--- src/rtl/core/pfde_pkg.sv ---
// Shared definitions for the palette frame buffer draw engine.
// Operation codes, default frame size, output queue sizing and the palette ROM.
// No dependencies.
package pfde_pkg;

    localparam int FRAME_WIDTH_DEF  = 160;
    localparam int FRAME_HEIGHT_DEF = 128;

    localparam int OP_W = 3;
    localparam logic [OP_W-1:0] OP_PIXEL      = 3'd0;
    localparam logic [OP_W-1:0] OP_RECT       = 3'd1;
    localparam logic [OP_W-1:0] OP_SPRITE     = 3'd2;
    localparam logic [OP_W-1:0] OP_SPRITE_PIX = 3'd3;
    localparam logic [OP_W-1:0] OP_SCAN       = 3'd4;

    localparam int OUTQ_DEPTH = 4;
    localparam int OUTQ_PTR_W = $clog2(OUTQ_DEPTH);
    localparam int OUTQ_CNT_W = $clog2(OUTQ_DEPTH + 1);

    // Scanout read tag, aligned with the store's registered read data
    typedef struct packed {
        logic valid;
        logic last;
    } scan_tag_t;

    localparam int PALETTE_USED = 72;

    localparam logic [15:0] PALETTE_ROM [PALETTE_USED] = '{
        16'h0000, 16'h0000, 16'hffff, 16'hf800, 16'h07e0, 16'h001f, 16'hffff, 16'hffff,
        16'h4167, 16'h59a8, 16'h7a29, 16'ha2ca, 16'hbbcb, 16'hed0c, 16'hf674, 16'hb6a7,
        16'h7546, 16'h3bc8, 16'h3aca, 16'h3165, 16'h5a8a, 16'h7b8e, 16'ha491, 16'hce37,
        16'hdfbe, 16'h8f5e, 16'h2e7b, 16'h3bd5, 16'h3a2f, 16'h3989, 16'h520c, 16'h8a31,
        16'hcb12, 16'hfd76, 16'hf5a3, 16'hf3e3, 16'he245, 16'ha9c7, 16'h8392, 16'h4aad,
        16'h20a3, 16'h28c4, 16'h3904, 16'h5165, 16'h59e5, 16'h7286, 16'h7b2a, 16'h5b43,
        16'h3aa3, 16'h19e4, 16'h1965, 16'h18a2, 16'h2945, 16'h39c7, 16'h5248, 16'h630b,
        16'h6bcf, 16'h43af, 16'h132d, 16'h19ea, 16'h1907, 16'h18c4, 16'h2906, 16'h4127,
        16'h6189, 16'h7aab, 16'h7ac1, 16'h79e1, 16'h7122, 16'h50e3, 16'h41c9, 16'h2146
    };

    // Indexes past the populated part of the ROM read as black
    function automatic logic [15:0] palette_lookup(input logic [7:0] idx);
        logic [15:0] color;
        color = 16'h0000;
        if (idx < 8'(PALETTE_USED))
        begin
            color = PALETTE_ROM[idx[6:0]];
        end
        return color;
    endfunction

endpackage

--- src/rtl/core/pfde_draw.sv ---
// Command stage of the draw engine: pixel, rectangle walker, sprite cursor,
// scanout read issue and the clearing sweep after reset. Drives pfde_store. Uses pfde_pkg.
module pfde_draw
    import pfde_pkg::*;
#(
    parameter int FRAME_WIDTH  = FRAME_WIDTH_DEF,
    parameter int FRAME_HEIGHT = FRAME_HEIGHT_DEF,
    parameter int ADDR_W       = $clog2(FRAME_WIDTH * FRAME_HEIGHT)
)
(
    input  logic              clk,
    input  logic              rst_n,
    input  logic              accept,
    input  logic [OP_W-1:0]   op,
    input  logic [7:0]        x_pos,
    input  logic [7:0]        y_pos,
    input  logic [7:0]        width,
    input  logic [7:0]        height,
    input  logic [7:0]        pen_index,
    output logic              busy,
    output logic              we,
    output logic [ADDR_W-1:0] waddr,
    output logic [7:0]        wdata,
    output logic              re,
    output logic [ADDR_W-1:0] raddr,
    output scan_tag_t         tag
);

    localparam int CELLS = FRAME_WIDTH * FRAME_HEIGHT;
    localparam logic [ADDR_W-1:0] LAST_ADDR = ADDR_W'(CELLS - 1);
    localparam logic [ADDR_W-1:0] ROW_STEP  = ADDR_W'(FRAME_WIDTH);
    localparam logic [8:0] COLS   = 9'(FRAME_WIDTH);
    localparam logic [8:0] ROWS   = 9'(FRAME_HEIGHT);
    localparam logic [8:0] COL_MAX = 9'(FRAME_WIDTH - 1);
    localparam logic [8:0] ROW_MAX = 9'(FRAME_HEIGHT - 1);

    // command stage
    logic            cmd_valid_reg;
    logic [OP_W-1:0] cmd_op_reg;
    logic [7:0]      cmd_x_reg;
    logic [7:0]      cmd_y_reg;
    logic [7:0]      cmd_w_reg;
    logic [7:0]      cmd_h_reg;
    logic [7:0]      cmd_idx_reg;

    // clearing sweep
    logic              clear_active_reg;
    logic [ADDR_W-1:0] clear_addr_reg;

    // rectangle walker
    logic              walk_busy_reg;
    logic [7:0]        walk_col_reg;
    logic [7:0]        walk_row_reg;
    logic [7:0]        walk_x0_reg;
    logic [7:0]        walk_end_col_reg;
    logic [7:0]        walk_end_row_reg;
    logic [7:0]        walk_idx_reg;
    logic [ADDR_W-1:0] walk_addr_reg;
    logic [ADDR_W-1:0] walk_base_reg;

    // sprite
    logic [7:0] spr_ox_reg;
    logic [7:0] spr_oy_reg;
    logic [7:0] spr_cols_reg;
    logic [7:0] spr_rows_reg;
    logic [7:0] spr_col_reg;
    logic [7:0] spr_row_reg;

    logic [ADDR_W-1:0] scan_pos_reg;
    scan_tag_t         tag_reg;

    logic              is_pixel;
    logic              is_rect;
    logic              is_sprite;
    logic              is_sprite_pix;
    logic              is_scan;
    logic              cmd_in_window;
    logic [ADDR_W-1:0] cmd_addr;
    logic              rect_ok;
    logic [8:0]        rect_end_col;
    logic [8:0]        rect_end_row;
    logic [8:0]        spr_abs_col;
    logic [8:0]        spr_abs_row;
    logic [ADDR_W-1:0] spr_addr;
    logic              spr_active;
    logic              spr_write;
    logic              spr_row_done;

    assign is_pixel      = cmd_valid_reg && (cmd_op_reg == OP_PIXEL);
    assign is_rect       = cmd_valid_reg && (cmd_op_reg == OP_RECT);
    assign is_sprite     = cmd_valid_reg && (cmd_op_reg == OP_SPRITE);
    assign is_sprite_pix = cmd_valid_reg && (cmd_op_reg == OP_SPRITE_PIX);
    assign is_scan       = cmd_valid_reg && (cmd_op_reg == OP_SCAN);

    assign cmd_in_window = ({1'b0, cmd_x_reg} < COLS) && ({1'b0, cmd_y_reg} < ROWS);
    assign cmd_addr      = ADDR_W'(cmd_y_reg) * ROW_STEP + ADDR_W'(cmd_x_reg);

    // rectangle clipped at the right and bottom edges
    assign rect_ok = cmd_in_window && (cmd_w_reg != 8'd0) && (cmd_h_reg != 8'd0);
    always_comb
    begin
        rect_end_col = {1'b0, cmd_x_reg} + {1'b0, cmd_w_reg} - 9'd1;
        rect_end_row = {1'b0, cmd_y_reg} + {1'b0, cmd_h_reg} - 9'd1;
        if (rect_end_col > COL_MAX)
        begin
            rect_end_col = COL_MAX;
        end
        if (rect_end_row > ROW_MAX)
        begin
            rect_end_row = ROW_MAX;
        end
    end

    assign spr_abs_col  = {1'b0, spr_ox_reg} + {1'b0, spr_col_reg};
    assign spr_abs_row  = {1'b0, spr_oy_reg} + {1'b0, spr_row_reg};
    assign spr_addr     = ADDR_W'(spr_abs_row) * ROW_STEP + ADDR_W'(spr_abs_col);
    assign spr_active   = (spr_cols_reg != 8'd0) && (spr_row_reg < spr_rows_reg);
    assign spr_write    = is_sprite_pix && spr_active && (cmd_idx_reg != 8'd0)
                          && (spr_abs_col < COLS) && (spr_abs_row < ROWS);
    assign spr_row_done = ({1'b0, spr_col_reg} + 9'd1) >= {1'b0, spr_cols_reg};

    // Hold the input side while clearing, while a rectangle sets up or walks
    assign busy = clear_active_reg || walk_busy_reg || is_rect;

    // write port; the sources never overlap
    always_comb
    begin
        we    = 1'b0;
        waddr = clear_addr_reg;
        wdata = 8'd0;
        priority if (clear_active_reg)
        begin
            we = 1'b1;
        end
        else if (walk_busy_reg)
        begin
            we    = 1'b1;
            waddr = walk_addr_reg;
            wdata = walk_idx_reg;
        end
        else if (is_pixel)
        begin
            we    = cmd_in_window;
            waddr = cmd_addr;
            wdata = cmd_idx_reg;
        end
        else if (is_sprite_pix)
        begin
            we    = spr_write;
            waddr = spr_addr;
            wdata = cmd_idx_reg;
        end
    end

    assign re    = is_scan;
    assign raddr = scan_pos_reg;
    assign tag   = tag_reg;

    always_ff @(posedge clk)
    begin
        if (accept)
        begin
            cmd_op_reg  <= op;
            cmd_x_reg   <= x_pos;
            cmd_y_reg   <= y_pos;
            cmd_w_reg   <= width;
            cmd_h_reg   <= height;
            cmd_idx_reg <= pen_index;
        end
    end

    always_ff @(posedge clk or negedge rst_n)
    begin
        if (!rst_n)
        begin
            cmd_valid_reg    <= 1'b0;
            clear_active_reg <= 1'b1;
            clear_addr_reg   <= '0;
            walk_busy_reg    <= 1'b0;
            spr_ox_reg       <= 8'd0;
            spr_oy_reg       <= 8'd0;
            spr_cols_reg     <= 8'd0;
            spr_rows_reg     <= 8'd0;
            spr_col_reg      <= 8'd0;
            spr_row_reg      <= 8'd0;
            scan_pos_reg     <= '0;
            tag_reg          <= '0;
        end
        else
        begin
            cmd_valid_reg <= accept;

            if (clear_active_reg)
            begin
                if (clear_addr_reg == LAST_ADDR)
                begin
                    clear_active_reg <= 1'b0;
                end
                clear_addr_reg <= clear_addr_reg + ADDR_W'(1);
            end

            if (walk_busy_reg)
            begin
                if ((walk_col_reg == walk_end_col_reg) && (walk_row_reg == walk_end_row_reg))
                begin
                    walk_busy_reg <= 1'b0;
                end
            end
            else if (is_rect && rect_ok)
            begin
                walk_busy_reg <= 1'b1;
            end

            if (is_sprite)
            begin
                spr_ox_reg   <= cmd_x_reg;
                spr_oy_reg   <= cmd_y_reg;
                spr_cols_reg <= cmd_w_reg;
                spr_rows_reg <= cmd_h_reg;
                spr_col_reg  <= 8'd0;
                spr_row_reg  <= 8'd0;
            end
            else if (is_sprite_pix && spr_active)
            begin
                if (spr_row_done)
                begin
                    spr_col_reg <= 8'd0;
                    spr_row_reg <= spr_row_reg + 8'd1;
                end
                else
                begin
                    spr_col_reg <= spr_col_reg + 8'd1;
                end
            end

            tag_reg.valid <= is_scan;
            tag_reg.last  <= is_scan && (scan_pos_reg == LAST_ADDR);
            if (is_scan)
            begin
                scan_pos_reg <= (scan_pos_reg == LAST_ADDR) ? '0 : scan_pos_reg + ADDR_W'(1);
            end
        end
    end

    // walk the clipped rectangle row-major, one cell per cycle; walker fields need no reset
    always_ff @(posedge clk)
    begin
        if (walk_busy_reg)
        begin
            if (walk_col_reg == walk_end_col_reg)
            begin
                walk_row_reg  <= walk_row_reg + 8'd1;
                walk_col_reg  <= walk_x0_reg;
                walk_base_reg <= walk_base_reg + ROW_STEP;
                walk_addr_reg <= walk_base_reg + ROW_STEP;
            end
            else
            begin
                walk_col_reg  <= walk_col_reg + 8'd1;
                walk_addr_reg <= walk_addr_reg + ADDR_W'(1);
            end
        end
        else if (is_rect)
        begin
            walk_col_reg     <= cmd_x_reg;
            walk_row_reg     <= cmd_y_reg;
            walk_x0_reg      <= cmd_x_reg;
            walk_end_col_reg <= rect_end_col[7:0];
            walk_end_row_reg <= rect_end_row[7:0];
            walk_idx_reg     <= cmd_idx_reg;
            walk_addr_reg    <= cmd_addr;
            walk_base_reg    <= cmd_addr;
        end
    end

endmodule

--- config.mk ---
export PLATFORM = sky130hd
export DESIGN_NAME = pfde_draw
export DESIGN_NICKNAME = d
export VERILOG_FILES = /design/src/rtl/core/pfde_pkg.sv /design/src/rtl/core/pfde_draw.sv
export SDC_FILE = /design/constraint.sdc
export NUM_CORES = 1
export LEC_CHECK = 0
export BUFFER_PORTS_ARGS = -buffer_cell sky130_fd_sc_hd__buf_2
export CAP_MARGIN = 20
export CELL_PAD_IN_SITES_DETAIL_PLACEMENT = 2
export CELL_PAD_IN_SITES_GLOBAL_PLACEMENT = 2
export CORE_MARGIN = 4
export CORE_UTILIZATION = 25
export DETAILED_ROUTE_END_ITERATION = 8
export HOLD_SLACK_MARGIN = 0.02
export PLACE_DENSITY_LB_ADDON = 0.25
export SLEW_MARGIN = 0
export SYNTH_ARGS = -nofsm -noshare
export SYNTH_HDL_FRONTEND = slang
export SYNTH_SLANG_ARGS = --single-unit
--- constraint.sdc ---
create_clock -name clk -period 6.6 [get_ports clk]
set_input_delay 1.32 -clock clk [delete_from_list [all_inputs] [get_ports clk]]
set_output_delay 1.32 -clock clk [all_outputs]
set_load 0.02 [all_outputs]
Word level (Yosys, flattened, before mapping). Index checks and enable logic that the tools add are counted.

Word-level logic and storage cells: 128. Output and inout bits: 43. Bits of input ports: 46. Register bits: 204.

Equal/unequal tests: 9. Multiply operators: 2. Add/subtract/negate cells: 17. Reduce and logical (&&, ||, !) cells: 29. Multiplexer cells: 35. Magnitude comparators: 8. Bitwise operators: 1.

Operator list (count): $mux W15 (10); $mux W8 (16); $add A15 B1 Y15 const B (3); $add A8 B8 Y9 (4); $add A8 B1 Y8 const B (4); $reduce_bool A8 Y1 (4); $eq A15 B15 Y1 const B (2); $lt A9 B8 Y1 const B (2); $sub A9 B1 Y9 const B (2); $eq A8 B8 Y1 (2); $logic_and A1 B1 Y1 (16); $lt A8 B8 Y1 const B (2); $add A15 B8 Y15 (1); $add A15 B8 Y15 const B (1); $add A15 B9 Y15 (1); $mul A8 B3 Y10 const B (1); $mul A9 B3 Y10 const B (1); $add A8 B1 Y9 const B (1); $ge A9 B8 Y1 (1); $gt A9 B7 Y1 const B (1); $gt A9 B8 Y1 const B (1); $mux W1 (9); $lt A8 B8 Y1 (1); $eq A3 B2 Y1 const B (2); other kinds (8) (13).

Logic depth before layout (Yosys ltp).
Depth after elaboration: 10. Mapped depth: 17. Gate-level depth less buffers: 17.

Worst setup path after synthesis. OpenSTA, ideal clock, no wires.

Kind: reg-to-output. From: register spr_row_reg[0]. To: output waddr[14]. Stages on the path, launching flop included: 18. Data required time: 5.280 ns. Path buffers: 0. Setup slack: 1.280 ns. Data arrival time: 4.000 ns. Path through: dfrtp_1 > ha_1 > fa_1 > a21o_1 > a21oi_1 > nor2b_1 > or2_2 > a31oi_1 > inv_1 > ha_1 > ha_1 > nor3b_1 > a311o_1 > a311oi_1 > nand3b_1 > xnor3_1 > nand2_1 > a22oi_1.

Word-level cells in the longest chain between the ends: 7.

Ends and longest elaborated chain: start, declared (RTL line pfde_draw.sv:67) `logic [7:0] spr_row_reg;`; start signal, assigned (RTL line pfde_draw.sv:228) `spr_row_reg <= spr_row_reg + 8'd1;`; $add A8 B8 Y9 (RTL line pfde_draw.sv:115) `assign spr_abs_row = {1'b0, spr_oy_reg} + {1'b0, spr_row_reg};`; $mul A9 B3 Y10 (RTL line pfde_draw.sv:116) `assign spr_addr = ADDR_W'(spr_abs_row) * ROW_STEP + ADDR_W'(spr_abs_col);`; $add A15 B9 Y15 (RTL line pfde_draw.sv:116); $mux W15 (RTL line pfde_draw.sv:147) `else if (is_sprite_pix)`; $mux W15 (RTL line pfde_draw.sv:141) `else if (is_pixel)`; $mux W15 (RTL line pfde_draw.sv:135) `else if (walk_busy_reg)`; $mux W15 (RTL line pfde_draw.sv:131) `priority if (clear_active_reg)`; end, declared (RTL line pfde_draw.sv:22) `output logic [ADDR_W-1:0] waddr,`.

No other way between the ends.

Worst setup path after layout. Ends and elaborated chain as after synthesis.

==> results.sh <==
export IMPL_grt_usage_pct=14.3
export IMPL_pwr_density_cell_mw_per_mm2=376
export IMPL_diodes=0
export IMPL_clkSlewWorstSetupHoldPaths_ns=0.06
export IMPL_synth_compound_area_share_pct=12.7
export IMPL_status="complete, no violations"
export IMPL_maxSlewHeadroom_pct=31.1
export IMPL_critPathLaunchType="register"
export IMPL_drive_gt1_share_pct=14.1
export IMPL_critPathRequiredTime_ns=5.28
export IMPL_slew_viol_final=0
export IMPL_cts_hold_buf=0
export IMPL_via_per_inst=4.68
export IMPL_synthMuxAreaShare_pct=2.78
export IMPL_period_minus_slack_ns=6.15
export IMPL_synthTopCellsByArea="edfxtp_1, dfrtp_1, ha_1, xnor2_1, xor2_1"
export IMPL_fp_dieW_um=232
export IMPL_die_y_um=232
export IMPL_worst_setup_path_end_kind="primary output"
export IMPL_grt_pass1_vias=10400
export IMPL_firstDrtPassIters=4
export IMPL_htreeDepth=1
export IMPL_synth_top_area_share_pct=29.0
export IMPL_arrival_ns=4.83
export IMPL_maxCapViolCount=0
export IMPL_antenna_found_initial=0
export IMPL_hold_path_class="register to register"
export IMPL_grt_pass1_wl_mm=61.0
export IMPL_fin_crit_sh_pct=93.2
export IMPL_hold_viol=0
export IMPL_cts_root_buf="clkbuf_16"
export IMPL_ant_nets=0
export IMPL_synthSimpleGateAreaFrac_pct=14.3
export IMPL_grt_max_degree=62
export IMPL_yosysSeqAreaShare_pct=45.6
export IMPL_multiInputGateArea_mm2=0.00628
export IMPL_synth_warnings=0
export IMPL_clk_path_buf_depth=3
export IMPL_cp_max_fo=7
export IMPL_placed_area_mm2=0.0137
export IMPL_rsz0062_at_grt="false"
export IMPL_synth_area_leader_cell="edfxtp_1"
export IMPL_placementRows=81
export IMPL_hpwl_mm=29.4
export IMPL_remaining_drc_errors=0
export IMPL_coreArea_mm2=0.0493
export IMPL_clk_latency_ns=0.55
export IMPL_cts_made_buffers=27
export IMPL_dieArea_mm2=0.0538
export IMPL_synth_edf_count=121
export IMPL_final_nets=1474
export IMPL_synthArstFlopShare_pct=40.7
export IMPL_synthAdderAreaFrac_pct=11.0
export IMPL_synth_flop_cell="edfxtp_1"
export IMPL_wl_mm=38.9
export IMPL_synth_seq_cells=204
export IMPL_criticalPathCategory="register to primary output"
export IMPL_clock_skew_ns=0.0105
export IMPL_mostFrequentLayoutCell="edfxtp_1"
export IMPL_synth_fp_nets=1386
export IMPL_setup_tns_ns=0
export IMPL_syn_area_per_cell_um2=10.2
export IMPL_gp_congestion=0.750
export IMPL_wl_per_cell_um=19.4
export IMPL_port_buffers=88
export IMPL_layout_common_cells="edfxtp_1, nand2_1, inv_1"
export IMPL_grt_overflow=0
export IMPL_start_util_pct=25.5
export IMPL_synthXorXnorAreaFrac_pct=9.11
export IMPL_worstMarginPinSlew_ns=1.03
export IMPL_synth_top_family_by_area="simple AND/OR/NAND/NOR gates"
export IMPL_setup_viol_count_final=0
export IMPL_vias=9390
export IMPL_num_io_pins=89
export IMPL_regArea_mm2=0.00572
export IMPL_syn_area_mm2=0.0125
export IMPL_fill_cells=5491
export IMPL_peakVddDrop_uv=168
export IMPL_power_leakage_nw=6.25
export IMPL_cts_sinks=204
export IMPL_design_area_mm2=0.0147
export IMPL_synthCells=1235
export IMPL_areaGrowthSynthToFinish_pct=17.0
export IMPL_cts_tree="built"
export IMPL_first_iter_violations=366
export IMPL_max_freq_mhz=163
export IMPL_ys_types=74
## logic make-up after synthesis
logic type	after synthesis
AND/OR/NAND/NOR	368
AO/OA/AOI/OAI	250
flip-flops	204
buffers and inverters	147
XOR/XNOR	128
adder cells (fa/ha/maj)	105
multiplexers	32
other	1
## per-stage QoR
step | power, mW | cells | worst slack (ns) | hold WS, ns | utilization, %
floorplan | 3.31 | 1235 | 1.28 | 0.450 | -
global placement | 3.94 | 1958 | 0.848 | 0.467 | 27.9
detailed placement | 4.01 | 1958 | 0.802 | 0.480 | 27.9
CTS | 5.60 | 2008 | 0.166 | 0.489 | 29.7
global route | 5.91 | 2008 | 0.0719 | 0.511 | 29.8
finish | 5.51 | 2008 | 0.449 | 0.479 | 29.8
## Yosys cell counts (21+ instances only)
library cell,count
xnor2_1,64
xor2_1,62
and3_1,21
ha_1,97
a21oi_1,64
nor2_1,92
mux2_2,23
inv_1,109
nand2_1,111
edfxtp_1,121
nand3_1,36
dfrtp_1,82
clkbuf_1,26
o21ai_0,63
## final timing paths
kind,startpoint,end,slack (ns),depth (start not counted)
setup / recovery,spr_row_reg[0],waddr[14],0.45,18
hold / removal,cmd_idx_reg[5],walk_idx_reg[5],0.48,0
setup reg to reg,cmd_y_reg[1],walk_end_row_reg[5],2.93,12
hold reg to reg,cmd_idx_reg[5],walk_idx_reg[5],0.48,0
max in group asynchronous,rst_n,walk_busy_reg,4.71,2
min in group asynchronous,rst_n,raddr[14],0.74,1
## worst max-delay path, cell delays in order, from the launching register on
cell and delay [ns]:
dfrtp_1 0.44, ha_1 0.25, fa_1 0.41, a21o_1 0.17, a21oi_1 0.22, nor2b_1 0.09, or2_2 0.29, a31oi_1 0.21
inv_1 0.07, ha_1 0.29, ha_2 0.40, inv_1 0.08, a311o_1 0.37, a311oi_2 0.24, nand3b_1 0.15, xnor3_1 0.15
nand2_1 0.07, a22oi_2 0.19, buf_2 0.20
## layer usage
metal	global-route usage [%]	vias up	wire length (um)
met5	0	-	0
met3	1.56	37	932
li1	-	4540	-
met4	2.88	0	605
met1	18.2	4735	17300
met2	26.4	78	20100
## layout make-up
type                    instances  area share, %
repair buffers                 96           3.43
well taps                     664           5.67
multi-input cells             884           42.8
flip-flops and latches        204           39.0
clock buffers                  36           5.18
clock inverters                14           1.08
inverters                     110           2.82
## what timing repair did
action / 4_1_cts / 5_1_grt
setup buffers: 0 / 0
setup endpoints to repair: 0 / 2
resized for setup: 0 / 4
## where the power goes
group | total [mW] | internal (mW) | switching (mW)
combinational | 2.04 | 0.837 | 1.20
sequential | 1.94 | 1.65 | 0.285
clock | 1.53 | 0.925 | 0.607
(Power assumes the default switching activity.)
