`src/rtl/core/pfde_pkg.sv`:
```
// Shared definitions for the palette frame buffer draw engine.
// Operation codes, default frame size, output queue sizing and the palette ROM.
// No dependencies.
package pfde_pkg;

    localparam int FRAME_WIDTH_DEF  = 160;
    localparam int FRAME_HEIGHT_DEF = 128;

    localparam int OP_W = 3;
    localparam logic [OP_W-1:0] OP_PIXEL      = 3'd0;
    localparam logic [OP_W-1:0] OP_RECT       = 3'd1;
    localparam logic [OP_W-1:0] OP_SPRITE     = 3'd2;
    localparam logic [OP_W-1:0] OP_SPRITE_PIX = 3'd3;
    localparam logic [OP_W-1:0] OP_SCAN       = 3'd4;

    localparam int OUTQ_DEPTH = 4;
    localparam int OUTQ_PTR_W = $clog2(OUTQ_DEPTH);
    localparam int OUTQ_CNT_W = $clog2(OUTQ_DEPTH + 1);

    // Scanout read tag, aligned with the store's registered read data
    typedef struct packed {
        logic valid;
        logic last;
    } scan_tag_t;

    localparam int PALETTE_USED = 72;

    localparam logic [15:0] PALETTE_ROM [PALETTE_USED] = '{
        16'h0000, 16'h0000, 16'hffff, 16'hf800, 16'h07e0, 16'h001f, 16'hffff, 16'hffff,
        16'h4167, 16'h59a8, 16'h7a29, 16'ha2ca, 16'hbbcb, 16'hed0c, 16'hf674, 16'hb6a7,
        16'h7546, 16'h3bc8, 16'h3aca, 16'h3165, 16'h5a8a, 16'h7b8e, 16'ha491, 16'hce37,
        16'hdfbe, 16'h8f5e, 16'h2e7b, 16'h3bd5, 16'h3a2f, 16'h3989, 16'h520c, 16'h8a31,
        16'hcb12, 16'hfd76, 16'hf5a3, 16'hf3e3, 16'he245, 16'ha9c7, 16'h8392, 16'h4aad,
        16'h20a3, 16'h28c4, 16'h3904, 16'h5165, 16'h59e5, 16'h7286, 16'h7b2a, 16'h5b43,
        16'h3aa3, 16'h19e4, 16'h1965, 16'h18a2, 16'h2945, 16'h39c7, 16'h5248, 16'h630b,
        16'h6bcf, 16'h43af, 16'h132d, 16'h19ea, 16'h1907, 16'h18c4, 16'h2906, 16'h4127,
        16'h6189, 16'h7aab, 16'h7ac1, 16'h79e1, 16'h7122, 16'h50e3, 16'h41c9, 16'h2146
    };

    // Indexes past the populated part of the ROM read as black
    function automatic logic [15:0] palette_lookup(input logic [7:0] idx);
        logic [15:0] color;
        color = 16'h0000;
        if (idx < 8'(PALETTE_USED))
        begin
            color = PALETTE_ROM[idx[6:0]];
        end
        return color;
    endfunction

endpackage

```
`src/rtl/core/pfde_outq.sv`:
```
// Scanout result path: palette lookup of the store's read data and a small
// output queue with credit tracking for results still in flight. Uses pfde_pkg.
module pfde_outq
    import pfde_pkg::*;
(
    input  logic       clk,
    input  logic       rst_n,
    input  logic       reserve,
    input  scan_tag_t  tag,
    input  logic [7:0] rdata,
    output logic       space,
    output logic       m_tvalid,
    input  logic       m_tready,
    output logic [15:0] m_tdata,
    output logic       m_tlast
);

    logic [15:0]           q_data_reg [OUTQ_DEPTH];
    logic                  q_last_reg [OUTQ_DEPTH];
    logic [OUTQ_PTR_W-1:0] wr_ptr_reg;
    logic [OUTQ_PTR_W-1:0] rd_ptr_reg;
    logic [OUTQ_CNT_W-1:0] count_reg;
    logic [OUTQ_CNT_W-1:0] credit_reg;
    logic [OUTQ_CNT_W-1:0] credit_next;
    logic                  pop;

    assign m_tvalid = (count_reg != '0);
    assign m_tdata  = q_data_reg[rd_ptr_reg];
    assign m_tlast  = q_last_reg[rd_ptr_reg];
    assign pop      = m_tvalid && m_tready;

    // Credits count results from input transfer until output transfer
    assign space = credit_reg < OUTQ_CNT_W'(OUTQ_DEPTH);

    always_comb
    begin
        credit_next = credit_reg;
        if (reserve && !pop)
        begin
            credit_next = credit_reg + OUTQ_CNT_W'(1);
        end
        else if (!reserve && pop)
        begin
            credit_next = credit_reg - OUTQ_CNT_W'(1);
        end
    end

    always_ff @(posedge clk)
    begin
        if (tag.valid)
        begin
            q_data_reg[wr_ptr_reg] <= palette_lookup(rdata);
            q_last_reg[wr_ptr_reg] <= tag.last;
        end
    end

    always_ff @(posedge clk or negedge rst_n)
    begin
        if (!rst_n)
        begin
            wr_ptr_reg <= '0;
            rd_ptr_reg <= '0;
            count_reg  <= '0;
            credit_reg <= '0;
        end
        else
        begin
            credit_reg <= credit_next;
            if (tag.valid)
            begin
                wr_ptr_reg <= wr_ptr_reg + OUTQ_PTR_W'(1);
            end
            if (pop)
            begin
                rd_ptr_reg <= rd_ptr_reg + OUTQ_PTR_W'(1);
            end
            if (tag.valid && !pop)
            begin
                count_reg <= count_reg + OUTQ_CNT_W'(1);
            end
            else if (!tag.valid && pop)
            begin
                count_reg <= count_reg - OUTQ_CNT_W'(1);
            end
        end
    end

endmodule

```
`config.mk`:
```
export PLATFORM = sky130hd
export DESIGN_NAME = pfde_outq
export DESIGN_NICKNAME = d
export VERILOG_FILES = /design/src/rtl/core/pfde_pkg.sv /design/src/rtl/core/pfde_outq.sv
export SDC_FILE = /design/constraint.sdc
export NUM_CORES = 1
export LEC_CHECK = 0
export CORE_MARGIN = 4
export CORE_UTILIZATION = 60
export DETAILED_ROUTE_END_ITERATION = 10
export DONT_BUFFER_PORTS = 1
export PLACE_DENSITY = 0.84
export SLEW_MARGIN = 15
export SYNTH_ARGS = -nofsm -noshare
export SYNTH_HDL_FRONTEND = slang
export SYNTH_SLANG_ARGS = --single-unit
```
`constraint.sdc`:
```
create_clock -name clk -period 2.18 [get_ports clk]
set_input_delay 0.327 -clock clk [delete_from_list [all_inputs] [get_ports clk]]
set_output_delay 0.327 -clock clk [all_outputs]
set_load 0.005 [all_outputs]
```
## Yosys cells after proc, flatten, opt, wreduce, memory -nomap -nowiden

Memory sizes are Yosys's and may differ from the RTL's.
Cells that the tools add are included.

- Register bits: 10
- Memory bits (writable): 68
- Bits in read-only memories: 2,048
- Input bits: 14
- Output and inout bits: 19
- Word-level logic and storage cells: 38
- Memories kept: 3

- Add/subtract/negate cells: 6
- Magnitude comparators: 3
- Muxes and demuxes: 10
- Bitwise logic cells: 1
- Reductions and logical operators: 11

Memories:

| name | depth | width | read ports | clocked after Yosys merged registers in | write ports | line | text |
|---|---|---|---|---|---|---|---|
| (no name shown) | 128 | 16 | 1 | 0 | 0 | pfde_pkg.sv:46 | `color = PALETTE_ROM[idx[6:0]];` |
| q_data_reg | 4 | 16 | 1 | 0 | 1 | pfde_outq.sv:18 | `logic [15:0] q_data_reg [OUTQ_DEPTH];` |
| q_last_reg | 4 | 1 | 1 | 0 | 1 | pfde_outq.sv:19 | `logic q_last_reg [OUTQ_DEPTH];` |

Operators by type and width:

| cell | count |
|---|---|
| $mux W16 | 4 |
| $mux W3 | 4 |
| $ge A8 B8 Y1 const B | 1 |
| $lt A8 B7 Y1 const B | 1 |
| $not A7 Y8 | 1 |
| $add A3 B1 Y3 const B | 2 |
| $sub A3 B1 Y3 const B | 2 |
| $logic_and A1 B1 Y1 | 5 |
| $add A2 B1 Y2 const B | 2 |
| $reduce_bool A2 Y1 | 2 |
| $logic_not A1 Y1 | 3 |
| $lt A3 B3 Y1 const B | 1 |
| $reduce_bool A3 Y1 | 1 |
| $mux W1 | 2 |

## Longest topological paths before layout

Gate-level depths: netlist of run 1.

- Depth after elaboration: 6
- Mapped depth: 9
- Mapped depth without buffers: 8

## Least setup slack after synthesis of run 1

Ideal clock, no wire load.

- Kind: input port to flip-flop
- From: input rdata[0]
- To: memory q_data_reg[0][7] (data pin)
- Arrival: 2.152 ns
- Data required time: 1.950 ns
- Setup slack: -0.202 ns
- Cell stages on the path: 9
- Path buffers: 2
- Cell sequence: clkbuf_1 > inv_1 > ha_1 > buf_2 > and2b_1 > o21ai_0 > o211a_1 > nand2b_1 > a221oi_1

- Word-level cells in the longest chain between the ends: 6
- Elaborated cells between the ends (all ways): 7

Ends and longest elaborated chain:

| what | line | text |
|---|---|---|
| start: declaration | pfde_outq.sv:10 | `input logic [7:0] rdata,` |
| $not A7 Y8 (implied by the code) | pfde_pkg.sv:46 |  |
| $mem_v2 Z128 W16 | n/a |  |
| $mux W16 (implied by the code) (2 in a row) | pfde_pkg.sv:46 |  |
| $mux W16 (*) | pfde_pkg.sv:44 | `if (idx < 8'(PALETTE_USED))` |
| $mux W16 (*) | pfde_outq.sv:50 | `if (tag.valid)` |
| end: declaration | pfde_outq.sv:18 |  |

Every way passes the cells marked *; elsewhere a longest branch is shown, timed or not. The select of a mux whose other input is x is not followed.

## Worst setup path in the final report of run 1

- From: register count_reg[0]
- To: register credit_reg[2]

- Word-level cells in the longest chain between the ends: 5
- Elaborated cells between the ends (all ways): 7

Ends and longest elaborated chain:

| what | line | text |
|---|---|---|
| start: declaration | pfde_outq.sv:22 | `logic [OUTQ_CNT_W-1:0] count_reg;` |
| start signal: assignment | pfde_outq.sv:79 | `count_reg <= count_reg + OUTQ_CNT_W'(1);` |
| start signal: assignment | pfde_outq.sv:83 | `count_reg <= count_reg - OUTQ_CNT_W'(1);` |
| $reduce_bool A3 Y1 (*) | pfde_outq.sv:27 | `assign m_tvalid = (count_reg != '0);` |
| $logic_and A1 B1 Y1 (*) | pfde_outq.sv:30 | `assign pop = m_tvalid && m_tready;` |
| $logic_not A1 Y1 | pfde_outq.sv:38 | `if (reserve && !pop)` |
| $logic_and A1 B1 Y1 | pfde_outq.sv:38 |  |
| $mux W3 / $reduce_bool A2 Y1 (equally long branches) | n/a |  |
| end signal: assignment | pfde_outq.sv:68 | `credit_reg <= credit_next;` |
| end: declaration | pfde_outq.sv:23 | `logic [OUTQ_CNT_W-1:0] credit_reg;` |

Every way passes the cells marked *; elsewhere a longest branch is shown, timed or not.
A chain may end at the register's enable or synchronous reset.

==> impl_metrics.env, run 1 <==
export IMPL_status="completed"
export IMPL_cts_tree="built"
export IMPL_synth_ff_type="edfxtp_1"
export IMPL_post_cts_buffers=0
export IMPL_placed_cells=485
export IMPL_io_buffer_count=0
export IMPL_grt_pass1_wl_um=18000
export IMPL_worstPathArrival_ps=2350
export IMPL_cts_buffer_depth=2
export IMPL_antenna_found_initial=0
export IMPL_ys_types=58
export IMPL_hpwl_um=7940
export IMPL_drtIter0Drc=402
export IMPL_synth_edff_count=68
export IMPL_p_leak_uw=0.00184
export IMPL_synth_largest_area_cell="edfxtp_1"
export IMPL_clock_sinks=78
export IMPL_root_buffer="clkbuf_8"
export IMPL_ys_ff_latch=78
export IMPL_gp_congestion=1.04
export IMPL_switching_share_pct=30.5
export IMPL_core_area_um2=7290
export IMPL_p_seq_share_pct=43.8
export IMPL_largest_reg_flops=64
export IMPL_synth_area_leaders="edfxtp_1 (45%), mux4_2 (9.0%), dfrtp_1 (5.5%)"
export IMPL_die_h_um=94.9
export IMPL_async_flop_share_pct=12.8
export IMPL_grt_max_degree=56
export IMPL_crit_path_end_kind="register"
export IMPL_totalPowerFinal_uw=4910
export IMPL_finalCritPeriodShare_pct=95.5
export IMPL_synth_nets=411
export IMPL_wl_per_cell_um=22.6
export IMPL_cp_start_kind="register"
export IMPL_num_io_pins=33
export IMPL_critPathMaxFanout=3
export IMPL_intPower_uw=3410
export IMPL_die_area_um2=9000
export IMPL_max_cap_violations=0
export IMPL_drive_gt1_share_pct=21.1
export IMPL_initial_core_util_pct=62.1
export IMPL_yosysSeqAreaShare_pct=50.6
export IMPL_first_global_vias=3231
export IMPL_wl_um=11300
export IMPL_avgSynthCellArea_um2=12.0
export IMPL_ys_top_cells_by_count="edfxtp_1 (68), o21ai_0 (26), nor2_1 (24)"
export IMPL_worst_slew_pin_slew_ps=826
export IMPL_whs_ps=65.6
export IMPL_yosysMostFrequentCell="edfxtp_1"
export IMPL_clock_skew_ps=6.44
export IMPL_hp_class="in -> reg"
export IMPL_fmax_mhz=480
export IMPL_p_per_area_nw_per_um2=973
export IMPL_synthCells=376
export IMPL_drt_drc_violations_left=0
export IMPL_slew_headroom_pct=44.8
export IMPL_setup_viol=0
export IMPL_firstDrtPassIters=5
export IMPL_ir_drop_mv=0.467
export IMPL_clock_latency_ps=340
export IMPL_htree_levels=3
export IMPL_nets=433
export IMPL_clk_pin_slew_worst_paths_ps=80
export IMPL_vias_per_cell=6.72
export IMPL_min_period_ps=2080
export IMPL_stdcell_count=502
export IMPL_net_switching_power_uw=1500
export IMPL_p_comb_share_pct=32.0
export IMPL_die_w_um=94.9
export IMPL_num_antenna_cells=0
export IMPL_rows=31
export IMPL_cts_buffers=9
export IMPL_critPathKind="reg -> reg"
export IMPL_grt_usage_pct=27.1
export IMPL_fillers=518
export IMPL_grt_ovfl_total=0
export IMPL_critPathRequiredTime_ps=2450
export IMPL_drtAntennaViolNets=0
export IMPL_synthesis_area_um2=4530
export IMPL_p_clk_share_pct=24.2
export IMPL_maxSlewViolCount=0
export IMPL_hold_viol_final=0
export IMPL_via_count=3374
export IMPL_yosysTopAreaCellShare_pct=45.1
export IMPL_syn_to_final_growth_pct=11.3
export IMPL_ys_warn_count=0
path summary, 6_finish.rpt:
| path | from | end | slack [ps] | cells past startpoint |
|---|---|---|---|---|
| min in group asynchronous | rst_n | count_reg[1] | 370 | 1 |
| min reg2reg | count_reg[2] | count_reg[2] | 480 | 1 |
| min | tag[1] | wr_ptr_reg[0] | 70 | 1 |
| max | count_reg[0] | credit_reg[2] | 100 | 8 |
| max reg2reg | count_reg[0] | credit_reg[2] | 100 | 8 |
| max in group asynchronous | rst_n | count_reg[2] | 1500 | 1 |
what timing repair did:
| item | CTS | global route |
|---|---|---|
| hold buffers | 1 | 0 |
| hold endpoints to repair | 10 | 0 |
| resized for setup | 0 | 3 |
| setup endpoints to repair | 0 | 6 |
cells by family (layout without fill, tap and decap cells):
family	count (synthesis)	count (layout)	share of synthesized area [%]
and+or+nand+nor	98	98	10.8
AOI/OAI and AO/OA	103	103	15.2
adders and majority gates	21	21	6.13
DFF	78	78	50.6
xor gates and xnor gates	11	11	2.13
muxes	26	26	10.8
buffers and inverters	39	66	4.36
cell type report:
type,count,area (um2),area share (%)
sequential,78,2290,45.5
clock buffer,14,216,4.29
tap,99,124,2.46
timing repair buffer,39,295,5.86
inverter,11,41.3,0.819
multi-input combinational,259,2060,40.8
clock inverter,2,15.0,0.298
power groups by stage:
stage / sequential (uW) / combinational (uW) / clock (uW)
6_report: 2150 / 1570 / 1190
5_1_grt: 2180 / 1720 / 1280
4_1_cts: 2150 / 1590 / 1210
3_5_place_dp: 2180 / 1580 / 0
3_3_place_gp: 2130 / 1490 / 0
2_1_floorplan: 2130 / 1170 / 0
worst max-delay path, cell delays in order (launching register included):
cell and delay [ps]:
dfrtp_1 390, or3_1 420, nand2_2 130, ha_1 200, inv_1 60, fa_1 370
xor2_1 170, nor2_1 130, xnor2_1 140
through the flow:
step	util (%)	instance area (um2)	TNS (ps)	worst slack, ps
final	69.1	5040	0	97.4
after global routing	69.1	5040	-10.5	-10.5
after CTS	69.0	5030	0	18.6
after detailed placement	65.7	4790	-1260	-226
after global placement	65.7	4790	0	28.3
after floorplan	-	4540	0	7.41
cell usage in the layout, fill, tap and decap left out, types with 3 or more instances in the layout:
master / n
nand2_1: 22
a2111oi_0: 4
xnor2_1: 6
clkbuf_16: 3
a21oi_1: 20
a211oi_1: 7
xor2_1: 5
edfxtp_1: 68
or3_1: 3
clkbuf_8: 10
o211ai_1: 4
nor2b_1: 7
mux4_2: 18
nand2b_1: 7
nand3_1: 4
o21ai_0: 26
nor3_1: 8
o22ai_1: 4
inv_1: 9
ha_1: 18
a31oi_1: 6
buf_4: 38
dfrtp_1: 10
nor2_1: 24
o21a_1: 3
a22oi_1: 3
mux2_2: 4
o31ai_1: 4
mux2i_1: 4
and2_1: 10
per-layer routing:
layer	vias up	global-route usage, %	share of wire (%)
li1	1494	-	-
met4	0	11.1	3.9
met3	34	5.98	9.9
met1	1618	35.6	37
met5	-	0	0
met2	228	43.8	50
No activity file was read; power rests on OpenSTA's default activity.
==> run 2, diff against run 1 <==
==> constraint.sdc (replaced) <==
create_clock -name clk -period 2.18 [get_ports clk]
set_input_delay 0.218 -clock clk [delete_from_list [all_inputs] [get_ports clk]]
set_output_delay 0.218 -clock clk [all_outputs]
set_load 0.005 [all_outputs]
==> impl_metrics.env, run 2 (synthesis gave the netlist of run 1 again) <==
export IMPL_rows=31
export IMPL_hp_class="in -> reg"
export IMPL_final_common_cell="edfxtp_1"
export IMPL_largest_reg_flops=64
export IMPL_first_global_vias=3200
export IMPL_die_w_um=94.9
export IMPL_cts_tree="built"
export IMPL_final_area_um2=4970
export IMPL_p_leak_uw=0.00179
export IMPL_setup_viol=0
export IMPL_cpMostUsedCell="xor2_1"
export IMPL_cp_num_buf_inv=1
export IMPL_critPathKind="reg -> reg"
export IMPL_wl_per_cell_um=22.9
export IMPL_cp_start_kind="register"
export IMPL_grt_pass1_wl_um=17400
export IMPL_clk_pin_slew_worst_paths_ps=90
export IMPL_finalCritPeriodShare_pct=97.0
export IMPL_fmax_mhz=473
export IMPL_die_h_um=94.9
export IMPL_critPathMaxFanout=3
export IMPL_syn_to_final_growth_pct=9.75
export IMPL_hpwl_um=7560
export IMPL_die_area_um2=9000
export IMPL_stdcell_count=495
export IMPL_crit_path_top_delay_cell="dfrtp_1"
export IMPL_num_io_pins=33
export IMPL_nets=426
export IMPL_via_count=3324
export IMPL_clock_sinks=78
export IMPL_htree_levels=3
export IMPL_setup_slack_ps=65.9
export IMPL_grt_max_degree=56
export IMPL_cp_startpoint="count_reg[0]"
export IMPL_wl_um=11300
export IMPL_gp_congestion=1.02
export IMPL_post_dp_cell_area_um2=4710
export IMPL_drtIter0Drc=383
export IMPL_max_cap_violations=0
export IMPL_grt_usage_pct=26.1
export IMPL_vias_per_cell=6.72
export IMPL_setup_tns_ps=0
export IMPL_placed_cells=475
export IMPL_worst_slew_pin_slew_ps=792
export IMPL_root_buffer="clkbuf_8"
export IMPL_io_buffer_count=0
export IMPL_p_per_area_nw_per_um2=975
export IMPL_initial_core_util_pct=62.1
export IMPL_hold_viol_final=0
export IMPL_final_cell_mix="edfxtp_1 (68), buf_4 (29), o21ai_0 (26)"
export IMPL_cp_cell_sequence="or3_4, nand2_4, ha_4, inv_1, fa_1, xor2_1, nor2_1, xor2_1"
export IMPL_cp_slowest_stage_delay_ps=430
export IMPL_num_antenna_cells=0
export IMPL_ir_drop_mv=0.486
export IMPL_holdCritStartpoint="m_tready"
export IMPL_cts_buffers=9
export IMPL_antenna_found_initial=0
export IMPL_critPathRequiredTime_ps=2460
export IMPL_r2r_start="count_reg[0]"
export IMPL_status="completed"
export IMPL_clock_skew_ps=15.7
export IMPL_worstPathArrival_ps=2390
export IMPL_grt_ovfl_total=0
export IMPL_drtAntennaViolNets=0
export IMPL_core_area_um2=7290
export IMPL_firstDrtPassIters=5
export IMPL_clock_latency_ps=350
export IMPL_min_period_ps=2110
export IMPL_drt_drc_violations_left=0
export IMPL_final_util_pct=68.2
export IMPL_slew_headroom_pct=45.9
export IMPL_drive_gt1_share_pct=19.2
export IMPL_pre_cts_slack_ps=-26.4
export IMPL_crit_family="simple AND/OR/NAND/NOR gates"
export IMPL_crit_path_end_kind="register"
export IMPL_cts_buffer_depth=2
export IMPL_maxSlewViolCount=0
==> run 2: changes by cell type in the layout (fill, tap and decap cells not counted), sizes merged <==
cell	change
clkbuf	-4
buf	-9
dlygate4sd3	+2
inv	-1
clkinv	+3
clkinvlp	+1
bufinv	+1
==> run 2: per-stage QoR <==
step                power [uW]  hold slack (ps)
floorplan                 3290            -77.6
global placement          3590            -77.4
detailed placement        3710            -77.4
CTS                       4790             34.1
global route              5090             59.8
finish                    4850             50.6
==> run 2: power by group <==
part	total, uW	leakage, uW	switching (uW)	internal [uW]
clock network	1080	0.0000984	539	539
logic	1610	0.000935	861	748
registers	2160	0.000755	149	2010
==> run 2: worst reg2reg max path, delay by kind of cell, from the launching register on <==
family / cells / cell delay [ps]
adder cells (fa/ha/maj): 2 / 520
buffers and inverters: 1 / 50
flip-flops: 1 / 430
XOR/XNOR: 2 / 350
AND/OR/NAND/NOR: 3 / 700
==> run 2: final cells by class <==
cell class	instances	area, um2
fill	517	2320
timing repair buffer	32	248
clock buffer	10	128
inverter	11	41.3
multi-input combinational	259	2070
sequential	78	2290
tap	99	124
clock inverter	6	71.3
==> run 2: path summary, 6_finish.rpt <==
| path | end | slack (ps) | cells after the start |
|---|---|---|---|
| worst max-delay path | count_reg[2] | 70 | 8 |
| max in group asynchronous | count_reg[0] | 1610 | 1 |
| worst min-delay path | rd_ptr_reg[1] | 50 | 2 |
| worst max register to register | count_reg[2] | 70 | 8 |
| min in group asynchronous | credit_reg[2] | 250 | 1 |
| worst min register to register | count_reg[2] | 500 | 1 |
==> run 2: per-layer routing <==
metal | global-route usage [%] | up-vias | wire [um]
met5 | 0 | - | 0
met4 | 10.6 | 0 | 296
met3 | 4.22 | 28 | 942
met2 | 43.6 | 208 | 5810
met1 | 34.1 | 1612 | 4300
li1 | - | 1476 | -
==> run 2: timing repair <==
item	in CTS	in global routing
hold buffers	3	0
gates resized for setup	1	5
setup buffers	0	1
setup endpoints to repair	1	2
endpoints found under the hold margin	16	0
pin swaps	0	4
